[src/rtl/core/i2cm_pkg.sv]
// Package with the request and result types, codes and constants of the I2C master.
package i2cm_pkg;

  // Command codes carried in the operation field.
  localparam logic [2:0] OP_START = 3'd0;
  localparam logic [2:0] OP_STOP  = 3'd1;
  localparam logic [2:0] OP_WRITE = 3'd2;
  localparam logic [2:0] OP_READ  = 3'd3;
  localparam logic [2:0] OP_ACK   = 3'd4;

  // Reset value of the half period register.
  localparam logic [15:0] HALF_PERIOD_RESET = 16'd250;

  // Bit slots of a byte transfer; the write adds one acknowledge slot.
  localparam logic [3:0] BYTE_BITS  = 4'd8;
  localparam logic [3:0] WRITE_SLOTS = 4'd9;

  // Segment position within a command.
  typedef enum logic [3:0] {
    PH_IDLE  = 4'b0001,
    PH_ONE   = 4'b0010,
    PH_TWO   = 4'b0100,
    PH_THREE = 4'b1000
  } phase_t;

  // One tick request.
  typedef struct packed {
    logic       cmd_valid;
    logic [2:0] operation;
    logic [7:0] write_data;
    logic       ack_to_send;
    logic       sda_in;
  } tick_t;

  // One tick result.
  typedef struct packed {
    logic       scl_out;
    logic       sda_out;
    logic       busy_res;
    logic       done_res;
    logic [7:0] read_data;
    logic       ack_received;
    logic       cmd_rejected;
  } result_t;

endpackage

[src/rtl/core/i2cm_seq.sv]
// Bus sequencer: holds the command state and computes one tick's result and next state.
module i2cm_seq (
  input  logic             clk,
  input  logic             rst,
  input  logic             step,
  input  i2cm_pkg::tick_t  tick,
  input  logic [15:0]      half_period,
  output i2cm_pkg::result_t res
);

  i2cm_pkg::phase_t phase, phase_next;
  logic [2:0]  current_op, current_op_next;
  logic [3:0]  bit_count, bit_count_next;
  logic [7:0]  shift_reg, shift_reg_next;
  logic [15:0] tick_count, tick_count_next;
  logic        scl_level, scl_level_next;
  logic        sda_level, sda_level_next;
  logic        ack_flag, ack_flag_next;
  logic [7:0]  read_byte_reg, read_byte_reg_next;
  logic        rejected, done, busy;
  logic [15:0] hp_eff;
  logic        simple_op;

  // A zero half period behaves as one tick.
  assign hp_eff = (half_period == 16'd0) ? 16'd1 : half_period;

  // Next state and result for the request at the port.
  always_comb begin
    phase_next         = phase;
    current_op_next    = current_op;
    bit_count_next     = bit_count;
    shift_reg_next     = shift_reg;
    tick_count_next    = tick_count;
    scl_level_next     = scl_level;
    sda_level_next     = sda_level;
    ack_flag_next      = ack_flag;
    read_byte_reg_next = read_byte_reg;
    rejected           = 1'b0;
    done               = 1'b0;
    busy               = 1'b0;
    simple_op          = 1'b0;

    // Command intake: only legal codes are taken, and only while idle.
    if (phase == i2cm_pkg::PH_IDLE) begin
      if (tick.cmd_valid) begin
        if (tick.operation <= i2cm_pkg::OP_ACK) begin
          current_op_next = tick.operation;
          phase_next      = i2cm_pkg::PH_ONE;
          bit_count_next  = 4'd0;
          tick_count_next = 16'd0;
          if (tick.operation == i2cm_pkg::OP_WRITE) begin
            shift_reg_next = tick.write_data;
          end else if (tick.operation == i2cm_pkg::OP_ACK) begin
            shift_reg_next = {7'd0, tick.ack_to_send};
          end else begin
            shift_reg_next = 8'd0;
          end
        end else begin
          rejected = 1'b1;
        end
      end
    end else if (tick.cmd_valid) begin
      rejected = 1'b1;
    end

    simple_op = (current_op_next == i2cm_pkg::OP_START) ||
                (current_op_next == i2cm_pkg::OP_STOP) ||
                (current_op_next == i2cm_pkg::OP_ACK);

    if (phase_next != i2cm_pkg::PH_IDLE) begin
      busy = 1'b1;

      // Line levels for the current segment.
      if (current_op_next == i2cm_pkg::OP_START) begin
        scl_level_next = (phase_next != i2cm_pkg::PH_THREE);
        sda_level_next = (phase_next == i2cm_pkg::PH_ONE);
      end else if (current_op_next == i2cm_pkg::OP_STOP) begin
        scl_level_next = (phase_next != i2cm_pkg::PH_ONE);
        sda_level_next = (phase_next == i2cm_pkg::PH_THREE);
      end else if (current_op_next == i2cm_pkg::OP_ACK) begin
        scl_level_next = (phase_next == i2cm_pkg::PH_TWO);
        sda_level_next = !shift_reg_next[0];
      end else begin
        scl_level_next = (phase_next == i2cm_pkg::PH_TWO);
        sda_level_next = 1'b1;
        if ((current_op_next == i2cm_pkg::OP_WRITE) && (phase_next != i2cm_pkg::PH_THREE) &&
            (bit_count_next < i2cm_pkg::BYTE_BITS)) begin
          sda_level_next = shift_reg_next[7];
        end
      end

      // Segment timer and segment advance.
      if (({1'b0, tick_count_next} + 17'd1) >= {1'b0, hp_eff}) begin
        tick_count_next = 16'd0;
        if (simple_op) begin
          if (phase_next == i2cm_pkg::PH_THREE) begin
            phase_next = i2cm_pkg::PH_IDLE;
            done       = 1'b1;
          end else if (phase_next == i2cm_pkg::PH_ONE) begin
            phase_next = i2cm_pkg::PH_TWO;
          end else begin
            phase_next = i2cm_pkg::PH_THREE;
          end
        end else if (phase_next == i2cm_pkg::PH_ONE) begin
          phase_next = i2cm_pkg::PH_TWO;
        end else if (phase_next == i2cm_pkg::PH_TWO) begin
          if (current_op_next == i2cm_pkg::OP_WRITE) begin
            // Data bit shifts out; the acknowledge slot samples SDA.
            if (bit_count_next >= i2cm_pkg::BYTE_BITS) begin
              ack_flag_next = !tick.sda_in;
            end else begin
              shift_reg_next = {shift_reg_next[6:0], 1'b0};
            end
            bit_count_next = bit_count_next + 4'd1;
            phase_next = (bit_count_next >= i2cm_pkg::WRITE_SLOTS) ?
                         i2cm_pkg::PH_THREE : i2cm_pkg::PH_ONE;
          end else begin
            // Read bit sampled at the end of SCL high.
            shift_reg_next = {shift_reg_next[6:0], tick.sda_in};
            bit_count_next = bit_count_next + 4'd1;
            if (bit_count_next >= i2cm_pkg::BYTE_BITS) begin
              read_byte_reg_next = shift_reg_next;
              phase_next         = i2cm_pkg::PH_THREE;
            end else begin
              phase_next = i2cm_pkg::PH_ONE;
            end
          end
        end else begin
          phase_next = i2cm_pkg::PH_IDLE;
          done       = 1'b1;
        end
      end else begin
        tick_count_next = tick_count_next + 16'd1;
      end
    end

    res.scl_out      = scl_level_next;
    res.sda_out      = sda_level_next;
    res.busy_res     = busy;
    res.done_res     = done;
    res.read_data    = read_byte_reg_next;
    res.ack_received = ack_flag_next;
    res.cmd_rejected = rejected;
  end

  // State update on each accepted request.
  always_ff @(posedge clk) begin
    if (rst) begin
      phase         <= i2cm_pkg::PH_IDLE;
      current_op    <= i2cm_pkg::OP_START;
      bit_count     <= 4'd0;
      shift_reg     <= 8'd0;
      tick_count    <= 16'd0;
      scl_level     <= 1'b1;
      sda_level     <= 1'b1;
      ack_flag      <= 1'b0;
      read_byte_reg <= 8'd0;
    end else if (step) begin
      phase         <= phase_next;
      current_op    <= current_op_next;
      bit_count     <= bit_count_next;
      shift_reg     <= shift_reg_next;
      tick_count    <= tick_count_next;
      scl_level     <= scl_level_next;
      sda_level     <= sda_level_next;
      ack_flag      <= ack_flag_next;
      read_byte_reg <= read_byte_reg_next;
    end
  end

endmodule

[src/rtl/core/i2c_master_byte_engine.sv]
// Top level of the I2C master byte engine: config register, sequencer and result buffer.
//
//   channel   direction  handshake                  payload
//   tick      in         tick_valid / tick_stall     i2cm_pkg::tick_t
//   result    out        result_valid / result_stall i2cm_pkg::result_t
//   cfg       in         cfg_write                  cfg_data (half period)
//
// One request is taken per clock while tick_stall is low; its result is registered.
// The sequencer state and result come from one short combinational step.
// A two-entry result buffer (output register plus skid) lets requests flow
// while a result waits; tick_stall rises only when both entries are full.
// Synchronous reset clears the state; no clearing pass is needed.
module i2c_master_byte_engine (
  input  logic              clk,
  input  logic              rst,
  input  logic              tick_valid,
  output logic              tick_stall,
  input  i2cm_pkg::tick_t   tick,
  output logic              result_valid,
  input  logic              result_stall,
  output i2cm_pkg::result_t result,
  input  logic              cfg_write,
  input  logic [15:0]       cfg_data
);

  logic [15:0]       half_period;
  logic              step;
  logic              out_take;
  logic              skid_valid;
  i2cm_pkg::result_t skid;
  i2cm_pkg::result_t res_new;

  assign step       = tick_valid && !tick_stall;
  assign out_take   = result_valid && !result_stall;
  assign tick_stall = skid_valid;

  // Half period register.
  always_ff @(posedge clk) begin
    if (rst) begin
      half_period <= i2cm_pkg::HALF_PERIOD_RESET;
    end else if (cfg_write) begin
      half_period <= cfg_data;
    end
  end

  i2cm_seq u_seq (
    .clk         (clk),
    .rst         (rst),
    .step        (step),
    .tick        (tick),
    .half_period (half_period),
    .res         (res_new)
  );

  // Result buffer occupancy.
  always_ff @(posedge clk) begin
    if (rst) begin
      result_valid <= 1'b0;
      skid_valid   <= 1'b0;
    end else if (step) begin
      if (!result_valid || out_take) begin
        result_valid <= 1'b1;
      end else begin
        skid_valid <= 1'b1;
      end
    end else if (out_take) begin
      if (skid_valid) begin
        skid_valid <= 1'b0;
      end else begin
        result_valid <= 1'b0;
      end
    end
  end

  // Result buffer payload.
  always_ff @(posedge clk) begin
    if (step) begin
      if (!result_valid || out_take) begin
        result <= res_new;
      end else begin
        skid <= res_new;
      end
    end else if (out_take && skid_valid) begin
      result <= skid;
    end
  end

endmodule

[config.mk]
export PLATFORM = sky130hd
export DESIGN_NAME = i2c_master_byte_engine
export DESIGN_NICKNAME = d
export VERILOG_FILES = /design/src/rtl/core/i2cm_pkg.sv /design/src/rtl/core/i2cm_seq.sv /design/src/rtl/core/i2c_master_byte_engine.sv
export SDC_FILE = /design/constraint.sdc
export NUM_CORES = 1
export LEC_CHECK = 0
export CORE_MARGIN = 5
export CORE_UTILIZATION = 48
export CTS_CLUSTER_DIAMETER = 80
export DETAILED_ROUTE_END_ITERATION = 10
export DONT_BUFFER_PORTS = 1
export SYNTH_ARGS = -nofsm -noshare
export SYNTH_HDL_FRONTEND = slang
export SYNTH_SLANG_ARGS = --single-unit
[constraint.sdc]
create_clock -name clk -period 11 [get_ports clk]
set_input_delay 0.55 -clock clk [delete_from_list [all_inputs] [get_ports clk]]
set_output_delay 0.55 -clock clk [all_outputs]
set_load 0.01 [all_outputs]
* After elaboration in Yosys (flattened, before gate mapping)
Cells that the tools add are included.
** Word-level totals
- Flip-flop bits (word level) :: 92
- Output and inout port bits :: 16
- Word-level logic and storage cells :: 157
** Operators by class
- Add/subtract/negate cells :: 3
- Order comparisons :: 6
- Equality and inequality tests :: 15
- Multiplexer cells :: 85
- Bitwise gates (word level) :: 1
- Reductions and logical operators :: 21
** Operator list (count)
- 2-to-1 mux 8 bit :: 18
- 2-to-1 mux 16 bit :: 6
- 2-to-1 mux 4 bit :: 21
- 2-to-1 mux 14 bit :: 3
- 2-to-1 mux 1 bit :: 34
- adder 16 x 1 -> 17 bit, second input constant :: 1
- >= comparator 17 x 16 -> 1 bit :: 1
- adder 16 x 1 -> 16 bit, second input constant :: 1
- logical NOT 16 bit :: 1
- >= comparator 4 bit, second input constant :: 3
- 2-to-1 mux 3 bit :: 3
- equality test 3 x 2 -> 1 bit, second input constant :: 2
- equality test 3 bit, second input constant :: 2
- AND reduction 2 bit :: 3
- logical AND 1 bit :: 5
- logical NOT 1 bit :: 5
- adder 4 x 1 -> 4 bit, second input constant :: 1
- equality test 4 x 1 -> 1 bit, second input constant :: 1
- equality test 4 x 2 -> 1 bit, second input constant :: 1
- equality test 4 x 3 -> 1 bit, second input constant :: 1
- equality test 4 bit, second input constant :: 1
- < comparator 4 bit, second input constant :: 1
- != test 2 bit, second input constant :: 2
- != test 4 x 1 -> 1 bit, second input constant :: 1
- 10 further kinds :: 13

* Depth between registers and ports, before layout
- Depth after elaboration :: 15
- Mapped depth :: 20
- Depth with buffers taken out :: 16

* Hierarchy
From an unflattened synthesis, not the netlist that was laid out.
** Second synthesis, totals
- Cells, all modules :: 567
- Area total of the unflattened synthesis :: 5142.4 sq um
** By module, submodules not included
- i2cm_seq :: instances 1, cells each 458, area each 3415.8 sq um, seq. area each 920.9 sq um
- i2c_master_byte_engine :: instances 1, cells each 109, area each 1726.7 sq um, seq. area each 1201.2 sq um

* Worst setup path after synthesis
Ideal clock, no wire load.
- Kind :: input -> register
- Start :: input tick[11] (netlist name)
- End :: register result[2] (netlist name), data pin
- Library setup time :: 0.260 ns
- Arrival time :: 4.455 ns
- Required time :: 10.740 ns
- Setup slack :: 6.285 ns
- Stages :: 19
- Path buffers :: 3
- Cells stage by stage :: buf_2 -> o21ai_0 -> nand3_1 -> buf_2 -> clkbuf_1 -> and2_1 -> ha_1 -> and3_1 -> nand4_1 -> xor2_1 -> nor2_1 -> ha_1 -> a211oi_1 -> nor2_1 -> a2111oi_0 -> a221oi_2 -> o21ai_2 -> mux2_4 -> mux2_4
** RTL lines
- start: declaration :: RTL line i2c_master_byte_engine.sv:18 : input i2cm_pkg::tick_t tick,
- end signal: assignment :: RTL line i2c_master_byte_engine.sv:79 : result <= res_new;
- end signal: assignment :: RTL line i2c_master_byte_engine.sv:84 : result <= skid;
- end: declaration :: RTL line i2c_master_byte_engine.sv:21 : output i2cm_pkg::result_t result,

==> flow_summary.ini <==
[clock_network]
clkTransAtPathRegs_ns = 0.10
clock_sinks = 92
clockBufferDepth = 2
cts_max_level = 3
cts_tree = done
post-cts-setup-buffers = 0
ctsRootBufferMaster = clkbuf_8
cts_hold_buf = 0
cts_resized = 0
clkLatencyLatePin_ns = 0.37
cts_buffers = 9

[die]
core.rowCount = 38
io_pins = 51
die_x_um = 114.0
start_util = 0.4836
die_h_um = 114.0
design.die.area_um2 = 13010
fp.coreArea_um2 = 10750

[routing]
ant_nets = 0
viasPerCell = 6.000
drc = 0
wl_met3_um = 555
firstDrtPassIters = 5
highest_layer = met4
wl_met2_um = 5915
avgRoutedWirePerCell_um = 17.30
wl_um = 12300
via_count = 4266
wl_met1_um = 5581
drtIter0Drc = 344

[synthesis]
syn_avg_cell_area_um2 = 8.792
yosysTopAreaCellShare = 0.2466
netlist_area_um2 = 5196
synth_edf_count = 28
synth_ff_type = dfxtp_1
ys_ff_latch = 92
yosysWarnings = 0
syn-num-nets = 646
ys_async_sr_fraction = 0
syn_inst = 591
synth.distinct_cells = 73
ys_top_cells_by_area = dfxtp_1, edfxtp_1, nand2_1
yosys.area.top_type = dfxtp_1
seq_area_frac_synth = 0.4084

[worst_setup_path]
arrival_ns = 5.53
crit_path_end_kind = register
slowest_stage = nor2_2
crit-reg2reg-launch = u_seq.phase[3]$_SDFFE_PP0P_
r2r_cells = 17
crit_path_start_kind = register
r2r-end = result[10]$_DFFE_PP_
path_buf_inv = 1
cp_max_fo = 30
critPathRequiredTime_ns = 11.12
slowest_delay_ns = 0.86
crit_type = register to register
crit_chain = nor4b_4 > nand3_1 > buf_4 > and2_1 > ha_1 > and3_1 > nand4_1 > xor2_1 > nor2_1 > ha_1 > a211oi_1 > nor2_1 > a2111oi_0 > a221oi_2 > nor2_2 > nor3_1 > mux2_2
regToRegSetupSlack_ns = 5.59
critPathTopFamily = simple AND/OR/NAND/NOR gates

[layout]
regArea_um2 = 2122
fin_util = 0.5044
nFillCells = 1048
multi_input_area_um2 = 2795
n_antenna_cell = 0
nets = 621
drive_above_1_share = 0.07531
reg.largest.list = half_period (16), u_seq.tick_count (16)
area_growth_pct = 4.310

[pwr]
ir_drop_v = 0.00009138
powerDensity_nw_per_um2 = 127.2
leakagePower_uw = 0.002024

[worst_hold_path]
worstHoldStart = rst
min_to = u_seq.tick_count[1]$_SDFFE_PP0P_
hold_class = primary input to register
whs_path_depth = 1

[sta]
slew_headroom = 0.2895
skew_ns = 0.01204
fin_crit_sh = 0.4917
report.final.slew_viol_count = 0
finalSetupViolCount = 0
setup_tns_ns = 0
grt_setup_unrepaired = no
hold_viol_final = 0
min_period_ns = 5.409
worst_pin_slew_ns = 1.065
max_freq_mhz = 184.9

[grt]
grt_pass1_vias = 4014
grt_remaining_overflow = 0
grt_max_degree = 54
grt_usage = 0.1939
grt_pass1_wl_um = 20160
antenna_found_initial = 0

[placed_design]
portBuffers = 0
dp_hpwl_um = 8508
place_congestion = 0.8469

[job]
cap_violations = 0

[status]
status = completed
-- per-stage QoR --
stage	worst slack (ns)	power [µW]	hold slack (ns)	area (µm²)	std cells
global placement	5.800	456.7	0.4461	5216	695
CTS	5.603	696.3	0.2192	5420	711
floorplan	6.285	444.5	0.4380	5196	591
finish	5.591	689.5	0.2411	5420	711
detailed placement	5.609	458.5	0.4539	5216	695
global route	5.135	722.8	0.2192	5420	711
-- cell type report --
class                           instances  share of cell area
Clock buffer                           13             0.02932
Clock inverter                          3            0.008310
Inverter                               25             0.01731
Multi-Input combinational cell        434              0.5157
Sequential cell                        92              0.3915
Tap cell                              140             0.03232
Timing Repair Buffer                    4            0.005540
-- routing by layer --
metal | track usage | vias to the layer above
met5 | 0 | -
met4 | 0.07918 | 0
met1 | 0.2471 | 2029
met3 | 0.03660 | 17
li1 | - | 2111
met2 | 0.3232 | 109
-- logic make-up after synthesis --
group                      Yosys count  synth area share
DFF                                 92            0.4084
xor gates and xnor gates            16           0.02697
buffers and inverters               65           0.05466
adders and majority gates           20           0.04816
AOI/OAI and AO/OA                  147            0.1977
and+or+nand+nor                    228            0.2172
muxes                               23           0.04695
-- where the power goes --
part           internal (µW)  total [µW]  switching, µW
Combinational           26.5        74.8           48.3
Sequential               365         376           11.4
Clock                    118         239            121
-- cells in the mapped netlist (all sizes together), types with 3 or more instances --
cell	n
nor2b	4
edfxtp	28
a22o	6
mux2	5
nand3	46
a31oi	5
a21o	3
o22ai	3
o21ai	29
nand4	8
a22oi	8
or3	3
and3	6
ha	20
nand2	72
nor3	8
nand2b	4
nor4b	3
xor2	9
o311ai	10
nor2	54
a211oi	7
nor4	3
clkbuf	21
inv	25
xnor2	7
a21oi	41
buf	19
and2	6
o211ai	12
mux2i	18
dfxtp	64
-- cells in the final DEF, fill, tap and decap left out, types with 9 or more instances in the layout --
master    count
nand2_1      72
clkbuf_8     11
a21oi_1      41
nor2_1       50
nand3_1      45
o211ai_1     11
o21ai_0      24
edfxtp_1     28
mux2i_1      18
xor2_1        9
dfxtp_1      64
inv_1        25
ha_1         20
-- worst max path at each step --
| stage | startpoint | endpoint | slack [ns] | cells past startpoint |
|---|---|---|---|---|
| floorplan | tick[11] | result[2]$_DFFE_PP_ | 6.28 | 19 |
| global placement | tick[10] | result[10]$_DFFE_PP_ | 5.80 | 17 |
| detailed placement | u_seq.phase[3]$_SDFFE_PP0P_ | result[10]$_DFFE_PP_ | 5.61 | 17 |
| CTS | u_seq.phase[3]$_SDFFE_PP0P_ | result[10]$_DFFE_PP_ | 5.60 | 17 |
| global route | u_seq.phase[0]$_SDFFE_PP1P_ | result[10]$_DFFE_PP_ | 5.13 | 17 |
| finish | u_seq.phase[3]$_SDFFE_PP0P_ | result[10]$_DFFE_PP_ | 5.59 | 17 |
(Power assumes the default switching activity.)
